===== config.mk =====
export PLATFORM = sky130hd
export DESIGN_NAME = lazy_invert_bitset_counter_top
export DESIGN_NICKNAME = d
export VERILOG_FILES = /design/src/libc_pkg.sv /design/src/libc_ctrl.sv /design/src/libc_dpath.sv /design/src/lazy_invert_bitset_counter_top.sv
export SDC_FILE = /design/constraint.sdc
export NUM_CORES = 2
export LEC_CHECK = 0
export CAP_MARGIN = 20
export CORE_MARGIN = 2
export CORE_UTILIZATION = 65
export CTS_CLUSTER_SIZE = 24
export DETAILED_ROUTE_END_ITERATION = 6
export DONT_BUFFER_PORTS = 1
export MAX_ROUTING_LAYER = met4
export PLACE_DENSITY = 0.84
export SYNTH_ARGS = -nofsm -noshare
export SYNTH_HDL_FRONTEND = slang
export SYNTH_SLANG_ARGS = --single-unit

===== constraint.sdc =====
create_clock -name clk -period 62.5 [get_ports clk]
set_input_delay 9.375 -clock clk [delete_from_list [all_inputs] [get_ports clk]]
set_output_delay 9.375 -clock clk [all_outputs]
set_load 0.005 [all_outputs]

===== src/libc_pkg.sv =====
// shared types and constants for the lazy invert bitset counter
// no dependencies; imported by every module of the block
package libc_pkg;

  localparam int unsigned CNT_W = 11;
  localparam int unsigned IDX_W = 10;
  localparam logic [CNT_W-1:0] SIZE_RESET = 11'd1024;

  typedef enum logic [1:0] {
    CMD_SET   = 2'd0,
    CMD_CLR   = 2'd1,
    CMD_FLIP  = 2'd2,
    CMD_QUERY = 2'd3
  } cmd_t;

  typedef struct packed {
    cmd_t             command;
    logic [IDX_W-1:0] bit_index;
  } in_item_t;

  typedef struct packed {
    logic             all_set;
    logic             any_set;
    logic [CNT_W-1:0] ones_count;
    logic             index_error;
  } out_item_t;

  // controller to datapath
  typedef struct packed {
    logic clear_start;
    logic clear_step;
    logic load_item;
    logic lookup;
    logic apply;
  } dp_cmd_t;

  // datapath to controller
  typedef struct packed {
    logic clear_last;
    logic out_free;
  } dp_sts_t;

endpackage


===== src/libc_ctrl.sv =====
// controller state machine: clearing pass, item accept, lookup and apply
// depends on libc_pkg
module libc_ctrl
  import libc_pkg::*;
(
  input  logic    clk,
  input  logic    rst_n,
  input  logic    in_valid,
  output logic    in_ready,
  input  logic    cfg_wr,
  input  dp_sts_t sts,
  output dp_cmd_t cmd
);

  typedef enum logic [3:0] {
    ST_CLEAR  = 4'b0001,
    ST_IDLE   = 4'b0010,
    ST_LOOKUP = 4'b0100,
    ST_APPLY  = 4'b1000
  } state_t;

  state_t state_r, state_nxt;

  assign in_ready = (state_r == ST_IDLE) && !cfg_wr;

  always_comb begin
    state_nxt       = state_r;
    cmd             = '0;
    cmd.clear_start = cfg_wr;
    unique case (state_r)
      ST_CLEAR: begin
        cmd.clear_step = !cfg_wr;
        if (!cfg_wr && sts.clear_last) begin
          state_nxt = ST_IDLE;
        end
      end
      ST_IDLE: begin
        cmd.load_item = in_valid && in_ready;
        if (in_valid && in_ready) begin
          state_nxt = ST_LOOKUP;
        end
      end
      ST_LOOKUP: begin
        cmd.lookup = 1'b1;
        state_nxt  = ST_APPLY;
      end
      ST_APPLY: begin
        // hold until the output register can take the result
        cmd.apply = sts.out_free;
        if (sts.out_free) begin
          state_nxt = ST_IDLE;
        end
      end
      default: begin
        state_nxt = ST_CLEAR;
      end
    endcase
    if (cfg_wr) begin
      state_nxt = ST_CLEAR;
    end
  end

  always_ff @(posedge clk) begin
    if (!rst_n) begin
      state_r <= ST_CLEAR;
    end else begin
      state_r <= state_nxt;
    end
  end

endmodule


===== src/libc_dpath.sv =====
// datapath: bit store, invert flag, ones counter, size register, result register
// depends on libc_pkg
module libc_dpath
  import libc_pkg::*;
#(
  parameter int unsigned SIZE = 1024
) (
  input  logic             clk,
  input  logic             rst_n,
  input  dp_cmd_t          cmd,
  output dp_sts_t          sts,
  input  in_item_t         in_data,
  input  logic             cfg_wr,
  input  logic [CNT_W-1:0] cfg_size,
  output logic [CNT_W-1:0] size_r,
  output logic             out_valid,
  input  logic             out_ready,
  output out_item_t        out_data
);

  localparam int unsigned AW = (SIZE > 1) ? $clog2(SIZE) : 1;
  localparam int unsigned SIZE_CLAMP = (SIZE > 2047) ? 2047 : SIZE;
  localparam logic [CNT_W-1:0] SizeMax = CNT_W'(SIZE_CLAMP);
  localparam logic [AW-1:0] LastAddr = AW'(SIZE - 1);

  logic             mem [SIZE];
  logic             rd_bit_r;
  logic [AW-1:0]    clr_addr_r;
  in_item_t         item_r;
  logic             inv_r, inv_nxt;
  logic [CNT_W-1:0] count_r, count_nxt;
  logic             out_valid_r;
  out_item_t        out_r, out_nxt;

  logic [CNT_W-1:0] n;
  logic [31:0]      idx_wide;
  logic [AW-1:0]    item_addr;
  logic             bit_cmd, in_range, want, change, mem_we, mem_wbit;
  logic [AW-1:0]    mem_waddr;

  // active size clamped to one..SIZE, and to at most 2047
  always_comb begin
    priority if (size_r == '0) begin
      n = CNT_W'(1);
    end else if (size_r > SizeMax) begin
      n = SizeMax;
    end else begin
      n = size_r;
    end
  end

  assign idx_wide  = 32'(item_r.bit_index);
  assign item_addr = idx_wide[AW-1:0];
  assign bit_cmd   = (item_r.command == CMD_SET) || (item_r.command == CMD_CLR);
  assign in_range  = {1'b0, item_r.bit_index} < n;
  assign want      = (item_r.command == CMD_SET);
  assign change    = bit_cmd && in_range && ((rd_bit_r ^ inv_r) != want);

  always_comb begin
    count_nxt = count_r;
    inv_nxt   = inv_r;
    if (item_r.command == CMD_FLIP) begin
      inv_nxt   = !inv_r;
      count_nxt = (count_r <= n) ? (n - count_r) : '0;
    end else if (change) begin
      if (want) begin
        count_nxt = count_r + CNT_W'(1);
      end else if (count_r != '0) begin
        count_nxt = count_r - CNT_W'(1);
      end
    end
    out_nxt.all_set     = (count_nxt == n);
    out_nxt.any_set     = (count_nxt != '0);
    out_nxt.ones_count  = count_nxt;
    out_nxt.index_error = bit_cmd && !in_range;
  end

  assign mem_we    = cmd.clear_step || (cmd.apply && change);
  assign mem_waddr = cmd.clear_step ? clr_addr_r : item_addr;
  assign mem_wbit  = cmd.clear_step ? 1'b0 : (want ^ inv_r);

  always_ff @(posedge clk) begin
    if (mem_we) begin
      mem[mem_waddr] <= mem_wbit;
    end
    if (cmd.lookup) begin
      rd_bit_r <= mem[item_addr];
    end
  end

  always_ff @(posedge clk) begin
    if (cmd.load_item) begin
      item_r <= in_data;
    end
    if (cmd.apply) begin
      out_r <= out_nxt;
    end
  end

  always_ff @(posedge clk) begin
    if (!rst_n) begin
      size_r      <= SIZE_RESET;
      inv_r       <= 1'b0;
      count_r     <= '0;
      clr_addr_r  <= '0;
      out_valid_r <= 1'b0;
    end else begin
      if (cfg_wr) begin
        size_r <= cfg_size;
      end
      if (cmd.clear_start) begin
        inv_r      <= 1'b0;
        count_r    <= '0;
        clr_addr_r <= '0;
      end else begin
        if (cmd.clear_step) begin
          clr_addr_r <= clr_addr_r + AW'(1);
        end
        if (cmd.apply) begin
          inv_r   <= inv_nxt;
          count_r <= count_nxt;
        end
      end
      if (cmd.apply) begin
        out_valid_r <= 1'b1;
      end else if (out_ready) begin
        out_valid_r <= 1'b0;
      end
    end
  end

  assign sts.clear_last = (clr_addr_r == LastAddr);
  assign sts.out_free   = !out_valid_r || out_ready;
  assign out_valid      = out_valid_r;
  assign out_data       = out_r;

endmodule


===== src/lazy_invert_bitset_counter_top.sv =====
// Bit vector of SIZE one-bit cells with a lazy whole-vector invert flag and a
// running ones count. Commands are set, clear, flip all and query; every item
// returns one result with all_set, any_set, the count and an index error flag
// (a set or clear at or beyond the active size changes nothing). The active
// size is the size_in_use register, decoded at every address, clamped to
// 1..SIZE and at most 2047. An item passes accept, store read, then update
// and write, as the single-port bit store's registered read sits between
// accept and update; the update waits while the output register is full.
// The next item is accepted while a result waits in the output register.
// After reset and after every write of size_in_use it clears all SIZE cells
// (one cell per cycle) with in_ready low; register accesses are taken as always.
// depends on libc_pkg, libc_ctrl and libc_dpath
module lazy_invert_bitset_counter_top
  import libc_pkg::*;
#(
  parameter int unsigned SIZE = 1024
) (
  input  logic        clk,
  input  logic        rst_n,
  // item input
  input  logic        in_valid,
  output logic        in_ready,
  input  in_item_t    in_data,
  // result output
  output logic        out_valid,
  input  logic        out_ready,
  output out_item_t   out_data,
  // register port
  input  logic        cfg_psel,
  input  logic        cfg_penable,
  input  logic        cfg_pwrite,
  input  logic [1:0]  cfg_paddr,
  input  logic [31:0] cfg_pwdata,
  output logic [31:0] cfg_prdata,
  output logic        cfg_pready
);

  dp_cmd_t          cmd;
  dp_sts_t          sts;
  logic             cfg_wr;
  logic [CNT_W-1:0] size_r;
  logic             addr_ok;

  // only one register, so every address decodes to size_in_use
  assign addr_ok    = (cfg_paddr == cfg_paddr);
  assign cfg_pready = 1'b1;
  // write completes in the access phase
  assign cfg_wr     = cfg_psel && cfg_penable && cfg_pwrite && cfg_pready && addr_ok;
  assign cfg_prdata = 32'(size_r);

  libc_ctrl u_ctrl (
    .clk      (clk),
    .rst_n    (rst_n),
    .in_valid (in_valid),
    .in_ready (in_ready),
    .cfg_wr   (cfg_wr),
    .sts      (sts),
    .cmd      (cmd)
  );

  libc_dpath #(
    .SIZE (SIZE)
  ) u_dpath (
    .clk       (clk),
    .rst_n     (rst_n),
    .cmd       (cmd),
    .sts       (sts),
    .in_data   (in_data),
    .cfg_wr    (cfg_wr),
    .cfg_size  (cfg_pwdata[CNT_W-1:0]),
    .size_r    (size_r),
    .out_valid (out_valid),
    .out_ready (out_ready),
    .out_data  (out_data)
  );

endmodule


==> metrics.log <==
INFO  metric power.sequential.fraction = 53.9%
INFO  metric critical_path.top_delay_family = simple AND/OR/NAND/NOR gates
INFO  metric clkTransAtPathRegs = 0.06 ns
INFO  metric max_slew_margin = 6.27%
INFO  metric tightest_hold_check_type = register to register
INFO  metric routed-via-count = 31.9k
INFO  metric numClockSinks = 1089
INFO  metric filler_cell_count = 4232
INFO  metric yosys.area.top_type = sky130_fd_sc_hd__edfxtp_1
INFO  metric ir_worst_vdd = 23.1 uV
INFO  metric clk-insertion-delay-late = 0.73 ns
INFO  metric period_utilization_post_route = 31.1%
INFO  metric track_usage = approximately 35%
INFO  metric finish.instance_area = 0.0532 mm^2
INFO  metric outcome = finished, violations left
INFO  metric htreeDepth = 3
INFO  metric gate_count_post_synth = approximately 3.6k
INFO  metric leakage_power_of_the_design = ~0.016 uW
INFO  metric ctsLongestPathBuffers = 3
INFO  metric final.min_clock_period = about 20 ns
INFO  metric root_buffer = sky130_fd_sc_hd__clkbuf_16
INFO  metric path_class = input pin to primary output
INFO  metric tightestPinTransition = 1.41 ns
INFO  metric postPlaceCellArea = 0.0493 mm^2
INFO  metric grt_overflow_total = 0
INFO  metric synth-seq-area-share = 66.0%
INFO  metric synthesis.area_per_instance = 13.7 um^2
INFO  metric die_area = 0.0775 mm^2
INFO  metric post_route_cells_drive_above_1_share = 15.8%
INFO  metric cts_post_setup_buffers_inserted = 0
INFO  metric wl_per_cell = 29.2 um
INFO  metric crit_chain = and3_1, nor2_1
INFO  metric failing_checks = design-rule violations
INFO  metric clock_tree_from_tritoncts = built
INFO  metric netSwitchingFraction = 20.6%
INFO  metric fp-row-count = 100
INFO  metric grt_setup_unrepaired = false
INFO  metric synth.top_cells.by_area = sky130_fd_sc_hd__edfxtp_1, sky130_fd_sc_hd__mux4_2, sky130_fd_sc_hd__nor2_1, sky130_fd_sc_hd__dfxtp_1, sky130_fd_sc_hd__nand2_1
INFO  metric worst_ep_required_time = 53.12 ns
INFO  metric internal-power = 1170 uW
INFO  metric fin_setup_tns = 0 ns
INFO  metric die_w = roughly 280 um
INFO  metric cellPowerDensity = around 28 mW/mm^2
INFO  metric netlist-cell-type-count = between 90 and 100
INFO  metric finalHoldViolCount = 0
INFO  metric drt_first_iter_violations = approximately 5.6k
INFO  metric synth-async-reset-ratio = 0%
INFO  metric cpMaxStageDelayCell = sky130_fd_sc_hd__and3_1
INFO  metric setup_violations = 0
INFO  metric pwr-share-clk = 44.7%
INFO  metric synth_area = 0.0489 mm^2
INFO  metric area_growth = 8.75%
INFO  metric initial_core_util = 65.7%
INFO  metric hpwlAfterDp = 68200 um
INFO  metric layout.core_utilization = 71.5%
INFO  metric maxClockFrequency = 0.0514 GHz
INFO  metric die_h = 278 um
INFO  metric totalWireLength = 132000 um
INFO  metric cts_inserted_buffers = 107
INFO  metric grt_pass1_vias = 30.9k
INFO  metric place.port_buffers = 0
INFO  metric grt_antenna_before_repair = 3
INFO  metric ys_ff_latch = approximately 1.1k
INFO  metric final_antenna_net_count = 0
INFO  metric synth-edff-count = around 1.1k
INFO  metric crit_fanout = 15
INFO  metric routabilityCongestion = 0.912
INFO  metric routed_via_density = 7.04
INFO  metric cts.hold.buffers_added = 0
INFO  metric drc_errors = 2
INFO  metric crit_path_max_incr_delay = 0.54 ns
INFO  metric global_route_wire_length_before_repair = roughly 190000 um
INFO  metric boundaryPins = 102
INFO  metric 1st_pass_router_iterations = 7
INFO  metric grt_max_degree = 318
INFO  metric fin_total_pwr = 1470 uW
INFO  metric synthesis.yosys.warnings = 0
INFO  metric maxCapViolCount = 0
INFO  metric worstSetupStartpointType = input pin
INFO  metric fin_worst_skew = 0.0787 ns
INFO  metric post_cts_resized = 0
INFO  metric crit_buf_inv = 0
INFO  metric area_share_of_the_largest_cell_type_after_synthesis = between 60% and 70%
INFO  metric comb_power_share = under 10%
INFO  metric yosys_most_used_dff = sky130_fd_sc_hd__edfxtp_1
INFO  metric maxSlewViolCount = 0
INFO  metric worst_setup_path_end_kind = primary output
INFO  metric nets = around 3.5k
INFO  metric timing.critical_path.arrival = 10.08 ns
INFO  metric placeableCoreArea = 0.0744 mm^2
INFO  metric p_sw = 302 uW
-- worst min-delay path: stages, from the launching register on --
cell	delay, ns
sky130_fd_sc_hd__dfxtp_1	0.35
sky130_fd_sc_hd__nand2_1	0.06
sky130_fd_sc_hd__a21boi_0	0.06
-- logic make-up after synthesis --
group                      synth area share [%]
other                                    0.0153
and+or+nand+nor                            12.4
buffers and inverters                      3.76
muxes                                      12.7
xor gates and xnor gates                  0.499
AOI/OAI and AO/OA                          3.97
adders and majority gates                 0.629
DFF                                        66.0
-- worst paths after layout --
path | from | end | slack, ns | cells after the start
min reg2reg | u_dpath.size_r[2] | u_dpath.size_r[2] | 0.53 | 2
max reg2reg | u_dpath.item_addr[0] | u_dpath.rd_bit_r | 57.19 | 12
max | cfg_pwrite | in_ready | 43.04 | 2
min | u_dpath.size_r[2] | u_dpath.size_r[2] | 0.53 | 2
-- final cells by class --
class,count,area (um^2),area share (%)
Antenna cell,3,7.51,0.0141
Tap cell,969,1210,2.28
Multi-Input combinational cell,2132,14900,28.1
Sequential cell,1089,32300,60.7
Timing Repair Buffer,97,1060,1.99
Inverter,37,139,0.261
Clock buffer,138,2870,5.39
Clock inverter,60,678,1.27
-- sequential cells by signal, indices dropped and copies added, names as in the netlist, 2 cells and up --
| register | flops |
|---|---|
| u_ctrl.state_r | 4 |
| u_dpath.clr_addr_r | 10 |
| u_dpath.count_r | 11 |
| u_dpath.item_addr | 10 |
| u_dpath.item_r | 2 |
| u_dpath.mem | 1024 |
| u_dpath.out_data | 14 |
| u_dpath.size_r | 11 |
-- synth_stat cells (all sizes together) (12+ instances only) --
library cell	count
nor2	1083
edfxtp	1051
mux4	242
clkbuf	182
nand2	182
buf	141
nand3	77
mux2i	50
dfxtp	38
a21oi	37
inv	37
o22ai	35
a211oi	34
a22oi	33
o21ai	33
mux2	24
ha	23
nor2b	16
xnor2	16
nor3	15
a221oi	13
a31oi	13
nand4	13
and3	12
nand3b	12
-- layout by cell type, fill, tap and decap left out, types with 8 or more instances in the layout --
cell and instances:
sky130_fd_sc_hd__buf_16 9, sky130_fd_sc_hd__nor2_1 1080, sky130_fd_sc_hd__and3_1 12, sky130_fd_sc_hd__nand3b_1 12, sky130_fd_sc_hd__nor4_1 9, sky130_fd_sc_hd__o21ai_1 10, sky130_fd_sc_hd__conb_1 22, sky130_fd_sc_hd__ha_1 23
sky130_fd_sc_hd__mux2_2 24, sky130_fd_sc_hd__clkinv_1 20, sky130_fd_sc_hd__nor2b_1 14, sky130_fd_sc_hd__nor3_1 14, sky130_fd_sc_hd__dfxtp_1 38, sky130_fd_sc_hd__clkbuf_1 26, sky130_fd_sc_hd__o22ai_1 35, sky130_fd_sc_hd__inv_1 36
sky130_fd_sc_hd__o21ai_0 21, sky130_fd_sc_hd__xnor2_1 16, sky130_fd_sc_hd__a21boi_0 11, sky130_fd_sc_hd__nand2_1 182, sky130_fd_sc_hd__a211oi_1 32, sky130_fd_sc_hd__buf_4 67, sky130_fd_sc_hd__clkinv_2 16, sky130_fd_sc_hd__a22oi_1 32
sky130_fd_sc_hd__a311oi_1 10, sky130_fd_sc_hd__buf_8 12, sky130_fd_sc_hd__bufinv_16 11, sky130_fd_sc_hd__a221oi_1 13, sky130_fd_sc_hd__mux4_2 242, sky130_fd_sc_hd__xor2_1 10, sky130_fd_sc_hd__nand4_1 13, sky130_fd_sc_hd__nand3_2 11
sky130_fd_sc_hd__nand2b_1 8, sky130_fd_sc_hd__a31oi_1 13, sky130_fd_sc_hd__nand3_1 66, sky130_fd_sc_hd__edfxtp_1 1051, sky130_fd_sc_hd__mux2i_1 50, sky130_fd_sc_hd__a21oi_1 37, sky130_fd_sc_hd__clkbuf_16 109
-- power groups by stage --
| stage | sequential (uW) | clock (uW) | combinational, uW |
|---|---|---|---|
| floorplan | 809 | 0 | 13.1 |
| global placement | 807 | 0 | 19.1 |
| detailed placement | 807 | 0 | 19.7 |
| CTS | 792 | 655 | 19.7 |
| global route | 791 | 683 | 21.7 |
| finish | 792 | 656 | 21.0 |
-- per-stage QoR --
step | hold slack [ns] | cells | setup slack (ns)
after floorplan | 0.479 | 3582 | 24.17
after global placement | 0.515 | 4297 | 43.09
after detailed placement | 0.522 | 4304 | 43.06
after CTS | 0.528 | 4502 | 43.06
after global routing | 0.568 | 4525 | 43.02
final | 0.528 | 4525 | 43.04
-- layer usage --
layer  GRT usage [%]  vias up  share of wire (%)
li1                -    12900                  -
met4            16.7        0                5.4
met3            8.21      592                 14
met2            54.1     2883                 48
met5               -        -                  0
met1            43.0    15500                 32
No activity file was read; power rests on OpenSTA's default activity.
